<file path="src/sv/char_lcd_i2c_expander_sequencer_core_macros.svh">
// assertion macros for the character lcd expander sequencer
// no dependencies; included by lcdx_back, the module that carries assertions
`ifndef CHAR_LCD_I2C_EXPANDER_SEQUENCER_CORE_MACROS_SVH
`define CHAR_LCD_I2C_EXPANDER_SEQUENCER_CORE_MACROS_SVH

// same-cycle implication, disabled while in reset
`define LCDX_ASSERT_NOW(label, clk, rst_n, ante, cons) \
  label: assert property (@(posedge clk) disable iff (!rst_n) (ante) |-> (cons)) \
    else $error("lcdx assertion failed");

// next-cycle implication, disabled while in reset
`define LCDX_ASSERT_NEXT(label, clk, rst_n, ante, cons) \
  label: assert property (@(posedge clk) disable iff (!rst_n) (ante) |=> (cons)) \
    else $error("lcdx assertion failed");

`endif

</file>
<file path="src/sv/lcdx_pkg.sv">
// shared types, codes and tables for the character lcd expander sequencer
// no dependencies
`default_nettype none

package lcdx_pkg;

  // request function codes
  localparam logic [2:0] FUNC_DATA   = 3'd0;
  localparam logic [2:0] FUNC_CMD    = 3'd1;
  localparam logic [2:0] FUNC_CURSOR = 3'd2;
  localparam logic [2:0] FUNC_CLEAR  = 3'd3;
  localparam logic [2:0] FUNC_HOME   = 3'd4;
  localparam logic [2:0] FUNC_ENTRY  = 3'd5;
  localparam logic [2:0] FUNC_INIT   = 3'd6;

  // configuration register indexes
  localparam logic CFG_BACKLIGHT = 1'b0;
  localparam logic CFG_SETTLE    = 1'b1;

  localparam int CFG_DATA_W = 10;
  localparam int QUEUE_DEPTH_DEF = 4;

  // hd44780 command bytes
  localparam logic [7:0] LCD_CLEAR      = 8'h01;
  localparam logic [7:0] LCD_HOME       = 8'h02;
  localparam logic [7:0] LCD_ENTRY      = 8'h06;
  localparam logic [7:0] LCD_SET_DDRAM  = 8'h80;
  localparam logic [7:0] LCD_FUNC_4BIT  = 8'h28;
  localparam logic [7:0] LCD_DISPLAY_ON = 8'h0C;

  localparam logic [12:0] INIT_PAUSE_US   = 13'd1000;
  localparam logic [12:0] POWER_UP_EXTRA  = 13'd4500;
  localparam logic [9:0]  SETTLE_RESET_US = 10'd50;

  // last step index of a run
  localparam logic [4:0] LAST_STEP_BYTE = 5'd3;
  localparam logic [4:0] LAST_STEP_INIT = 5'd28;
  // first step of the command part of the init run
  localparam logic [4:0] INIT_CMD_FIRST = 5'd9;
  localparam logic [4:0] INIT_NIB_LAST  = 5'd8;

  typedef struct packed {
    logic [2:0] func;
    logic [7:0] value;
    logic [4:0] column;
    logic [1:0] line_index;
    logic       shift_on;
  } in_item_t;

  typedef struct packed {
    logic [7:0]  expander_byte;
    logic [12:0] wait_us;
    logic        last;
  } out_item_t;

  // classified request handed from front to back
  typedef struct packed {
    logic       is_init;
    logic       rs;
    logic [7:0] cmd;
  } job_t;

  function automatic logic [7:0] row_base(input logic [1:0] row);
    case (row)
      2'd0:    row_base = 8'h00;
      2'd1:    row_base = 8'h40;
      2'd2:    row_base = 8'h14;
      2'd3:    row_base = 8'h54;
      default: row_base = 8'h00;
    endcase
  endfunction

  // command bytes sent after the nibble-mode handshake of init
  function automatic logic [7:0] init_cmd(input logic [2:0] k);
    case (k)
      3'd0:    init_cmd = LCD_FUNC_4BIT;
      3'd1:    init_cmd = LCD_DISPLAY_ON;
      3'd2:    init_cmd = LCD_CLEAR;
      3'd3:    init_cmd = LCD_ENTRY;
      3'd4:    init_cmd = LCD_HOME;
      default: init_cmd = 8'h00;
    endcase
  endfunction

endpackage

`default_nettype wire

</file>
<file path="src/sv/char_lcd_i2c_expander_sequencer_core.sv">
// top level of the character lcd expander sequencer: front, queue and back
// depends on lcdx_pkg, lcdx_front, lcdx_queue and lcdx_back
//
// usage:
//   a request (in_item) is taken at a clock edge where start is high and busy
//   is low. busy is high only while the job queue is full.
//   each request expands into a run of expander bytes on out_item, one byte
//   per cycle, each marked by out_strobe for one cycle; the last byte of a run
//   has last set. the receiver cannot stall; every strobed byte is final.
//   data, command, cursor, clear, home and entry requests give 4 bytes, init
//   gives 29 bytes, function code 7 gives none.
//   a request passes the queue, the back end's job register and its output
//   register before its first byte appears.
//   the back end's step counter sets the pace of one byte per cycle; runs
//   follow each other with no gap when the next request is already queued.
//   the queue holds QUEUE_DEPTH requests waiting behind the current run.
//   configuration: cfg_we writes cfg_wdata into register cfg_index (0
//   backlight, 1 settle wait in us); write only while idle.
//   reset (rst_n low, synchronous): queue and run cleared, backlight on,
//   settle wait 50 us.
`default_nettype none

module char_lcd_i2c_expander_sequencer_core #(
  parameter int QUEUE_DEPTH = lcdx_pkg::QUEUE_DEPTH_DEF
) (
  input  logic                            clk,
  input  logic                            rst_n,
  input  logic                            start,
  output logic                            busy,
  input  lcdx_pkg::in_item_t              in_item,
  output logic                            out_strobe,
  output lcdx_pkg::out_item_t             out_item,
  input  logic                            cfg_we,
  input  logic                            cfg_index,
  input  logic [lcdx_pkg::CFG_DATA_W-1:0] cfg_wdata
);

  logic           class_valid;
  lcdx_pkg::job_t class_job;
  logic           q_full, q_not_empty, q_pop;
  lcdx_pkg::job_t q_job;
  logic           q_push;

  assign busy   = q_full;
  assign q_push = start && !q_full && class_valid;

  lcdx_front u_front (
    .in_item   (in_item),
    .job_valid (class_valid),
    .job       (class_job)
  );

  lcdx_queue #(
    .DEPTH (QUEUE_DEPTH)
  ) u_queue (
    .clk       (clk),
    .rst_n     (rst_n),
    .push      (q_push),
    .push_data (class_job),
    .pop       (q_pop),
    .full      (q_full),
    .not_empty (q_not_empty),
    .pop_data  (q_job)
  );

  lcdx_back u_back (
    .clk        (clk),
    .rst_n      (rst_n),
    .cfg_we     (cfg_we),
    .cfg_index  (cfg_index),
    .cfg_wdata  (cfg_wdata),
    .job_valid  (q_not_empty),
    .job        (q_job),
    .job_pop    (q_pop),
    .out_strobe (out_strobe),
    .out_item   (out_item)
  );

endmodule

`default_nettype wire

</file>
<file path="src/sv/lcdx_front.sv">
// front end: classifies an accepted request into a queued job
// depends on lcdx_pkg
`default_nettype none

module lcdx_front (
  input  var lcdx_pkg::in_item_t in_item,
  output logic                   job_valid,
  output lcdx_pkg::job_t         job
);

  logic [7:0] addr_sum;

  assign addr_sum = {3'b000, in_item.column} + lcdx_pkg::row_base(in_item.line_index);

  always_comb begin
    job_valid   = 1'b1;
    job.is_init = 1'b0;
    job.rs      = 1'b0;
    job.cmd     = 8'h00;
    case (in_item.func)
      lcdx_pkg::FUNC_DATA: begin
        job.rs  = 1'b1;
        job.cmd = in_item.value;
      end
      lcdx_pkg::FUNC_CMD: begin
        job.cmd = in_item.value;
      end
      lcdx_pkg::FUNC_CURSOR: begin
        job.cmd = lcdx_pkg::LCD_SET_DDRAM | {1'b0, addr_sum[6:0]};
      end
      lcdx_pkg::FUNC_CLEAR: begin
        job.cmd = lcdx_pkg::LCD_CLEAR;
      end
      lcdx_pkg::FUNC_HOME: begin
        job.cmd = lcdx_pkg::LCD_HOME;
      end
      lcdx_pkg::FUNC_ENTRY: begin
        job.cmd = lcdx_pkg::LCD_ENTRY | {7'b0, in_item.shift_on};
      end
      lcdx_pkg::FUNC_INIT: begin
        job.is_init = 1'b1;
      end
      default: begin
        // unused code: nothing to send
        job_valid = 1'b0;
      end
    endcase
  end

endmodule

`default_nettype wire

</file>
<file path="src/sv/lcdx_queue.sv">
// short job queue between front and back
// depends on lcdx_pkg
`default_nettype none

module lcdx_queue #(
  parameter int DEPTH = lcdx_pkg::QUEUE_DEPTH_DEF
) (
  input  logic           clk,
  input  logic           rst_n,
  input  logic           push,
  input  lcdx_pkg::job_t push_data,
  input  logic           pop,
  output logic           full,
  output logic           not_empty,
  output lcdx_pkg::job_t pop_data
);

  localparam int PTR_W = (DEPTH > 1) ? $clog2(DEPTH) : 1;
  localparam int CNT_W = $clog2(DEPTH + 1);
  localparam logic [PTR_W-1:0] PTR_LAST = PTR_W'(DEPTH - 1);
  localparam logic [CNT_W-1:0] CNT_FULL = CNT_W'(DEPTH);

  lcdx_pkg::job_t   slot_r [DEPTH];
  logic [PTR_W-1:0] wr_ptr_r, rd_ptr_r;
  logic [CNT_W-1:0] count_r;

  assign full      = (count_r == CNT_FULL);
  assign not_empty = (count_r != '0);
  assign pop_data  = slot_r[rd_ptr_r];

  always_ff @(posedge clk) begin
    if (push) begin
      slot_r[wr_ptr_r] <= push_data;
    end
  end

  always_ff @(posedge clk) begin
    if (!rst_n) begin
      wr_ptr_r <= '0;
      rd_ptr_r <= '0;
      count_r  <= '0;
    end else begin
      if (push) begin
        wr_ptr_r <= (wr_ptr_r == PTR_LAST) ? '0 : wr_ptr_r + 1'b1;
      end
      if (pop) begin
        rd_ptr_r <= (rd_ptr_r == PTR_LAST) ? '0 : rd_ptr_r + 1'b1;
      end
      if (push && !pop) begin
        count_r <= count_r + 1'b1;
      end else if (pop && !push) begin
        count_r <= count_r - 1'b1;
      end
    end
  end

endmodule

`default_nettype wire

</file>
<file path="src/sv/lcdx_back.sv">
// back end: expands one job into expander bytes, one per cycle
// depends on lcdx_pkg and the assertion macro header
`default_nettype none
`include "char_lcd_i2c_expander_sequencer_core_macros.svh"

module lcdx_back (
  input  logic                               clk,
  input  logic                               rst_n,
  input  logic                               cfg_we,
  input  logic                               cfg_index,
  input  logic [lcdx_pkg::CFG_DATA_W-1:0]    cfg_wdata,
  input  logic                               job_valid,
  input  lcdx_pkg::job_t                     job,
  output logic                               job_pop,
  output logic                               out_strobe,
  output lcdx_pkg::out_item_t                out_item
);

  typedef enum logic [1:0] {
    W_NONE,
    W_SETTLE,
    W_SETTLE_LONG,
    W_PAUSE
  } wsel_t;

  logic                backlight_r;
  logic [9:0]          settle_r;
  logic                active_r;
  lcdx_pkg::job_t      job_r;
  logic [4:0]          step_r;
  logic                out_strobe_r;
  lcdx_pkg::out_item_t out_item_r;

  logic                at_last;
  logic [4:0]          last_step;
  logic [4:0]          nib_step, cmd_step;
  logic [7:0]          cur_cmd;
  logic [1:0]          sub;
  logic [3:0]          nibble;
  logic                e_bit, rs_bit;
  wsel_t               wsel;
  lcdx_pkg::out_item_t out_item_nxt;

  assign last_step = job_r.is_init ? lcdx_pkg::LAST_STEP_INIT : lcdx_pkg::LAST_STEP_BYTE;
  assign at_last   = (step_r == last_step);
  assign job_pop   = job_valid && (!active_r || at_last);
  assign nib_step  = step_r - 5'd1;
  assign cmd_step  = step_r - lcdx_pkg::INIT_CMD_FIRST;

  always_comb begin
    cur_cmd = job_r.is_init ? lcdx_pkg::init_cmd(cmd_step[4:2]) : job_r.cmd;
    sub     = job_r.is_init ? cmd_step[1:0] : step_r[1:0];
    // byte run: high nibble first, each as e-high then e-low
    nibble  = sub[1] ? cur_cmd[3:0] : cur_cmd[7:4];
    e_bit   = !sub[0];
    rs_bit  = job_r.is_init ? 1'b0 : job_r.rs;
    wsel    = sub[0] ? W_SETTLE : W_NONE;
    if (job_r.is_init && step_r == '0) begin
      nibble = 4'h0;
      e_bit  = 1'b0;
      wsel   = W_PAUSE;
    end else if (job_r.is_init && step_r <= lcdx_pkg::INIT_NIB_LAST) begin
      // three 8-bit mode strobes, then the switch to 4-bit mode
      nibble = (nib_step[2:1] == 2'b11) ? 4'h2 : 4'h3;
      e_bit  = !nib_step[0];
      wsel   = nib_step[0] ? W_SETTLE_LONG : W_NONE;
    end
  end

  always_comb begin
    out_item_nxt.expander_byte = {nibble, backlight_r, e_bit, 1'b0, rs_bit};
    out_item_nxt.last          = at_last;
    case (wsel)
      W_NONE:        out_item_nxt.wait_us = '0;
      W_SETTLE:      out_item_nxt.wait_us = {3'b000, settle_r};
      W_SETTLE_LONG: out_item_nxt.wait_us = {3'b000, settle_r} + lcdx_pkg::POWER_UP_EXTRA;
      W_PAUSE:       out_item_nxt.wait_us = lcdx_pkg::INIT_PAUSE_US;
      default:       out_item_nxt.wait_us = '0;
    endcase
  end

  always_ff @(posedge clk) begin
    if (!rst_n) begin
      backlight_r <= 1'b1;
      settle_r    <= lcdx_pkg::SETTLE_RESET_US;
    end else if (cfg_we) begin
      case (cfg_index)
        lcdx_pkg::CFG_BACKLIGHT: backlight_r <= cfg_wdata[0];
        lcdx_pkg::CFG_SETTLE:    settle_r    <= cfg_wdata;
        default:                 settle_r    <= settle_r;
      endcase
    end
  end

  always_ff @(posedge clk) begin
    if (!rst_n) begin
      active_r     <= 1'b0;
      step_r       <= '0;
      out_strobe_r <= 1'b0;
    end else begin
      out_strobe_r <= active_r;
      if (job_pop) begin
        active_r <= 1'b1;
        step_r   <= '0;
      end else if (active_r && at_last) begin
        active_r <= 1'b0;
      end else if (active_r) begin
        step_r <= step_r + 5'd1;
      end
    end
  end

  always_ff @(posedge clk) begin
    if (job_pop) begin
      job_r <= job;
    end
    out_item_r <= out_item_nxt;
  end

  assign out_strobe = out_strobe_r;
  assign out_item   = out_item_r;

  `LCDX_ASSERT_NOW(a_no_early_pop, clk, rst_n, active_r && !at_last, !job_pop)
  `LCDX_ASSERT_NOW(a_step_bound, clk, rst_n, active_r, step_r <= last_step)
  `LCDX_ASSERT_NEXT(a_last_flag, clk, rst_n, active_r, out_strobe_r && out_item_r.last == $past(at_last))

endmodule

`default_nettype wire
</file>
<file path="config.mk">
export PLATFORM = sky130hd
export DESIGN_NAME = char_lcd_i2c_expander_sequencer_core
export DESIGN_NICKNAME = d
export VERILOG_FILES = /design/src/sv/lcdx_pkg.sv /design/src/sv/char_lcd_i2c_expander_sequencer_core.sv /design/src/sv/lcdx_front.sv /design/src/sv/lcdx_queue.sv /design/src/sv/lcdx_back.sv
export VERILOG_INCLUDE_DIRS = /design/src /design/src/sv
export SDC_FILE = /design/constraint.sdc
export NUM_CORES = 1
export LEC_CHECK = 0
export BUFFER_PORTS_ARGS = -buffer_cell sky130_fd_sc_hd__buf_2
export CORE_MARGIN = 4
export CORE_UTILIZATION = 53
export DETAILED_ROUTE_END_ITERATION = 8
export GPL_ROUTABILITY_DRIVEN = 1
export HOLD_SLACK_MARGIN = 0.02
export PLACE_DENSITY_LB_ADDON = 0.2
export SLEW_MARGIN = 25
export SYNTH_ARGS = -nofsm -noshare
export SYNTH_HDL_FRONTEND = slang
export SYNTH_SLANG_ARGS = --single-unit
</file>
<file path="constraint.sdc">
create_clock -name clk -period 7.45 [get_ports clk]
set_clock_uncertainty 0.05 [all_clocks]
set_input_delay 0.745 -clock clk [delete_from_list [all_inputs] [get_ports clk]]
set_output_delay 0.745 -clock clk [all_outputs]
set_load 0.005 [all_outputs]
</file>
# [Word-level counts from Yosys, hierarchy flattened]
# Memory sizes are Yosys's and may differ from the RTL's. A register that Yosys moved wholly into a read port is not among the register bits.
# Cells that the tools add are included.
[word_totals] word_cells=103 n_memories=1 ram_bits=40 regBits=46 out_inout_bits=24
[mem_list] name="u_queue.slot_r" depth=4 width=10 read_ports=1 rd_clocked_by_memory_dff=1 write_ports=1 line="lcdx_queue.sv:23" text="lcdx_pkg::job_t slot_r [DEPTH];"
[op_classes] reduce_logical=29 n_addsub=9 n_bitwise=3 eq_ne=21 muxes=26 magnitude_cmp=1
[ops] op="13-bit one-hot mux with 4 select lines" count=1
[ops] op="8-bit one-hot mux with 5 select lines" count=1
[ops] op="6-bit one-hot mux with 5 select lines" count=1
[ops] op="7-bit one-hot mux with 4 select lines" count=1
[ops] op="3-bit equality test (second input constant)" count=5
[ops] op="2-bit equality test (second input constant)" count=7
[ops] op="10-bit by 13-bit adder with 13-bit output (second input constant)" count=1
[ops] op="3-bit by 2-bit equality test with 1-bit output (second input constant)" count=4
[ops] op="2-bit two-way mux" count=6
[ops] op="1-bit two-way mux" count=10
[ops] op="1-bit logical AND" count=8
[ops] op="4-bit two-way mux" count=2
[ops] op="8-bit two-way mux" count=1
[ops] op="5-bit by 7-bit adder with 7-bit output" count=1
[ops] op="7-bit OR reduction" count=1
[ops] op="3-bit by 1-bit equality test with 1-bit output (second input constant)" count=2
[ops] op="1-bit logical NOT" count=6
[ops] op="3-bit logical NOT" count=2
[ops] op="3-bit two-way mux" count=2
[ops] op="2-bit AND reduction" count=3
[ops] op="3-bit by 1-bit subtractor with 3-bit output (second input constant)" count=2
[ops] op="5-bit by 1-bit adder with 5-bit output (second input constant)" count=1
[ops] op="5-bit equality test" count=1
[ops] op="5-bit by 4-bit less-or-equal comparator with 1-bit output (second input constant)" count=1
[ops] op="12 further kinds" count=19

# [Logic depth before layout (Yosys ltp)]
[depth] word_depth=8 depth_mapped=10 ltp_nobuf=9

# [By module]
# From an unflattened synthesis, not the netlist that was laid out.
[hier_totals] hier_cells=375 area_unflattened_um2=4424.2
[by_module_without_submodules] mod="lcdx_back" n_inst=1 seq_area_each_um2=1061.0 cells_per_inst=242 area_per_inst_um2=2248.4
[by_module_without_submodules] mod="lcdx_queue" n_inst=1 seq_area_each_um2=1381.3 cells_per_inst=96 area_per_inst_um2=1901.8
[by_module_without_submodules] mod="lcdx_front" n_inst=1 seq_area_each_um2=0.0 cells_per_inst=36 area_per_inst_um2=265.3
[by_module_without_submodules] mod="char_lcd_i2c_expander_sequencer_core" n_inst=1 seq_area_each_um2=0.0 cells_per_inst=1 area_per_inst_um2=8.8

# [Least setup slack after synthesis]
# OpenSTA, ideal clock, no wires.
[synth_timing] path_kind="input -> register" startpoint="input in_item[17] in the netlist's numbering" endpoint="register u_queue.count_r[2]" setup_ns=0.076 required_time_ns=7.324 stages=10 slack_ns=4.769 t_arrival_ns=2.556 path_cell_list="clkbuf_1 nand3_1 nand2_1 nor2_1 ha_1 inv_1 fa_1 xor2_1 or3_1 a21boi_0"
[synth_via] elab_chain_cells=7 elab_cells_between_ends=15 classes_between="6 x eq/ne; 2 x mux; 7 x reduce/logical"
[synth_rtl] element="start, declared" line="char_lcd_i2c_expander_sequencer_core.sv:30" text="input lcdx_pkg::in_item_t in_item,"
[synth_rtl] element="3-bit equality test (tied with other cells)" line="lcdx_front.sv:20" text="case (in_item.func)"
[synth_rtl] element="7-bit OR reduction (no source line) *"
[synth_rtl] element="1-bit two-way mux *" line="lcdx_front.sv:20"
[synth_rtl] element="1-bit logical AND *" line="char_lcd_i2c_expander_sequencer_core.sv:45" text="assign q_push = start && !q_full && class_valid;"
[synth_rtl] element="net q_push" line="char_lcd_i2c_expander_sequencer_core.sv:42" text="logic q_push;"
[synth_rtl] element="1-bit logical NOT" line="lcdx_queue.sv:51" text="end else if (pop && !push) begin"
[synth_rtl] element="1-bit logical AND" line="lcdx_queue.sv:51"
[synth_rtl] element="2-bit nonzero test (no source line)"
[synth_rtl] element="end signal, assigned" line="lcdx_queue.sv:50" text="count_r <= count_r + 1'b1;"
[synth_rtl] element="end signal, assigned" line="lcdx_queue.sv:52" text="count_r <= count_r - 1'b1;"
[synth_rtl] element="end, declared" line="lcdx_queue.sv:25" text="logic [CNT_W-1:0] count_r;"
# Mark *: on every way through the listed nets, which the timed path passes. The rest lies on a longest branch.
# A chain may end at the register's enable or synchronous reset.

# [Worst setup path after layout]
[layout_timing] startpoint="register u_back.job_r[9] (netlist name)" endpoint="register u_queue.count_r[2]"
[layout_via] elab_chain_cells=7 elab_cells_between_ends=9 classes_between="1 x eq/ne; 2 x mux; 6 x reduce/logical"
[layout_rtl] element="5-bit two-way mux *" line="lcdx_back.sv:44" text="assign last_step = job_r.is_init ? lcdx_pkg::LAST_STEP_INIT : lcdx_pkg::LAST_STEP_BYTE;"
[layout_rtl] element="5-bit equality test *" line="lcdx_back.sv:45" text="assign at_last = (step_r == last_step);"
[layout_rtl] element="1-bit logical OR *" line="lcdx_back.sv:46" text="assign job_pop = job_valid && (!active_r || at_last);"
[layout_rtl] element="1-bit logical AND *" line="lcdx_back.sv:46"
[layout_rtl] element="1-bit logical NOT" line="lcdx_queue.sv:49" text="if (push && !pop) begin"
[layout_rtl] element="1-bit logical AND" line="lcdx_queue.sv:49"
[layout_rtl] element="3-bit two-way mux or 2-bit nonzero test (tied branches)"
# Mark *: on every way between the ends. The rest lies on a longest branch, timed or not.

==> flow_summary.ini <==
[status]
outcome = complete, no violations

[timing]
holdWs_ps = 304.0
clock.fmax_ghz = 0.3545
setup_viol = 0
fin_crit_sh_pct = 37.86
worst_pin_slew_ps = 808.5
period_minus_slack_ps = 2821
rsz0062_at_grt = false
setup_slack_ps = 4629
max_slew_margin_pct = 45.64
hold_viol = 0
slew_viol_final = 0
fin_setup_tns_ps = 0

[power_and_ir_drop]
power_w = 0.001573
power_leakage_nw = 1.858
power_density_nw_per_um2 = 333.9
max-vdd-ir-drop_mv = 0.1319

[clock_network]
clock_path_buffers = 2
cts_buffers = 9
htree_levels = 3
cts.sinks = 95
post_cts_buffers = 0
clk_pin_slew_worst_paths_ps = 90
cts_tree = built
root_buffer = clkbuf_8
insertion_delay_ps = 350
ctsHoldBuffers = 0
post_cts_resized = 0

[final_layout]
fillers = 660
fin_cells = 508
drive_above_1_share_pct = 20.69
final_net_count = 449
antenna_cells = 0
synthToLayoutAreaGrowth_pct = 12.93

[die]
dieArea_sq_um = 9354
placementRows = 32
ios = 58
start_util_pct = 54.26
coreArea_sq_um = 7687
die_height_um = 96.72
die_w_um = 96.72

[worst_setup_path]
crit_path_start_kind = flip-flop
crit_arrival_ps = 3050
r2r_cells = 9
cp_max_fo = 14
endpoint_kind = flip-flop
worstSetupPathType = reg -> reg
required_ps = 7680

[logic_synthesis]
syn_area_sq_um = 4172
syn_inst = 352
ys_types = 49
syn-mean-instance-area_sq_um = 11.85
synth_edf_count = 50
ys.flop_type = edfxtp_1
yosysWarnings = 0
ys_async_sr_fraction_pct = 0
ys_ff_latch = 95
synth-seq-area-share_pct = 57.59

[route]
drt_iter0_drc = 117
num_vias = 2742
ant_nets = 0
drt_wl_total_mm = 7.397
drc = 0
wire_per_inst_um = 14.56
dr.pass1.iters = 4
avgViaCountPerCell = 5.398

[placement]
dp_cells = 492
post-dp-hpwl_mm = 5.268
pre_cts_ws_ps = 4517
port_buffers = 55
place_congestion = 0.8632

[grt]
grt_pass1_wl_mm = 12.59
grtUsageTotal_pct = 16.69
grt-ovfl-total = 0
antenna_found_initial = 0
grt_pass1_vias = 2607
grt_max_degree = 25

[min_path]
hp-class = reg -> reg
holdPathStages = 0

[flow_run]
maxCapViolations = 0
cell usage after synthesis, types with 4 or more instances:
library cell | count | area share, %
o21ai_0 | 21 | 2.5
and3_1 | 6 | 0.90
xnor2_1 | 4 | 0.84
clkbuf_1 | 12 | 1.1
ha_1 | 13 | 3.9
a21oi_1 | 9 | 1.1
a21o_1 | 4 | 0.72
nand3_1 | 11 | 1.3
nor3_1 | 8 | 0.96
nand2_1 | 40 | 3.6
and2_1 | 9 | 1.3
dfxtp_1 | 45 | 22
mux2i_1 | 13 | 3.1
a21boi_0 | 9 | 1.6
nor2_1 | 16 | 1.4
or3_1 | 4 | 0.60
inv_1 | 12 | 1.1
mux4_2 | 10 | 5.4
edfxtp_1 | 50 | 36
nor2b_1 | 9 | 1.3
xor2_1 | 6 | 1.3
path summary, 6_finish.rpt:
check / slack (ps) / from / to
max: 4630 / u_back.job_r[9] / u_queue.count_r[2]
min: 300 / u_back.backlight_r / u_back.out_item[17]
max reg2reg: 4630 / u_back.job_r[9] / u_queue.count_r[2]
min reg2reg: 300 / u_back.backlight_r / u_back.out_item[17]
routing by layer:
metal | part of all wire, % | routed length (um) | global-route usage (%)
met5 | 0 | 0 | 0
met4 | 2.1 | 153 | 5.832
met3 | 5.4 | 402 | 4.831
met2 | 46 | 3378 | 25.32
met1 | 47 | 3462 | 23.03
placed cells by master (no fill, tap or decap), types with 2 or more instances in the layout:
cell type / instances
xnor2_1: 4
o311ai_0: 2
conb_1: 2
clkinv_4: 2
and3_1: 6
a21oi_1: 9
nor2b_1: 9
buf_2: 55
bufinv_16: 2
mux2i_1: 13
a21boi_0: 9
a21o_1: 4
clkbuf_8: 9
a31oi_1: 2
nor2_1: 16
edfxtp_1: 50
nand3b_1: 3
xor2_1: 6
dfxtp_1: 45
o31ai_1: 3
inv_1: 12
nand3_1: 11
nand2b_1: 3
or3_1: 4
and2_1: 9
a22oi_1: 2
o21ai_0: 21
nor3_1: 8
mux4_2: 10
a2bb2oi_1: 2
nand2_1: 40
ha_1: 13
logic make-up (layout without fill, tap and decap cells):
kind of cell               after synthesis  after routing  share of synthesized area (%)
AOI/OAI and AO/OA                       66             66                          10.92
adders and majority gates               14             14                          4.379
xor gates and xnor gates                10             10                          2.099
and+or+nand+nor                        113            113                          13.26
buffers and inverters                   30             83                          3.149
other                                    1              2                        0.08990
DFF                                     95             95                          57.59
muxes                                   23             23                          8.518
sequential cells by signal, indices dropped and copies added (netlist names):
register,cells
u_back.backlight_r,1
u_back.job_r,10
u_back.step_r,5
u_queue.count_r,3
u_back.out_item,20
u_back.active_r,1
u_queue.slot_r,40
u_queue.wr_ptr_r,2
u_queue.rd_ptr_r,2
u_back.out_strobe,1
u_back.settle_r,10
critical path, stage by stage, from the launching register on:
cell,delay (ps)
edfxtp_1,590
or4_4,500
o221ai_4,260
o31ai_1,250
ha_1,280
inv_1,80
fa_1,180
xor2_1,70
or3_1,310
a21boi_0,180
power by group:
part	internal, W	switching [W]
registers	0.000680	0.0000748
logic	0.000214	0.000237
clock network	0.000189	0.000178
total	0.00108	0.000489
through the flow:
stage               area [sq um]  util [%]
floorplan                   4175         -
global placement            4492     58.43
detailed placement          4492     58.43
CTS                         4711     61.28
global route                4711     61.28
finish                      4711     61.28
layout make-up:
type	instances	area (sq um)	area share, %
Clock inverter	7	95.09	2.019
Sequential cell	95	2402	51.00
Inverter	12	45.04	0.9562
Multi-Input combinational cell	228	1642	34.85
Tap cell	102	127.6	2.709
Timing Repair Buffer	55	275.3	5.843
Clock buffer	9	123.9	2.629
Power figures use the tool's default switching activity.
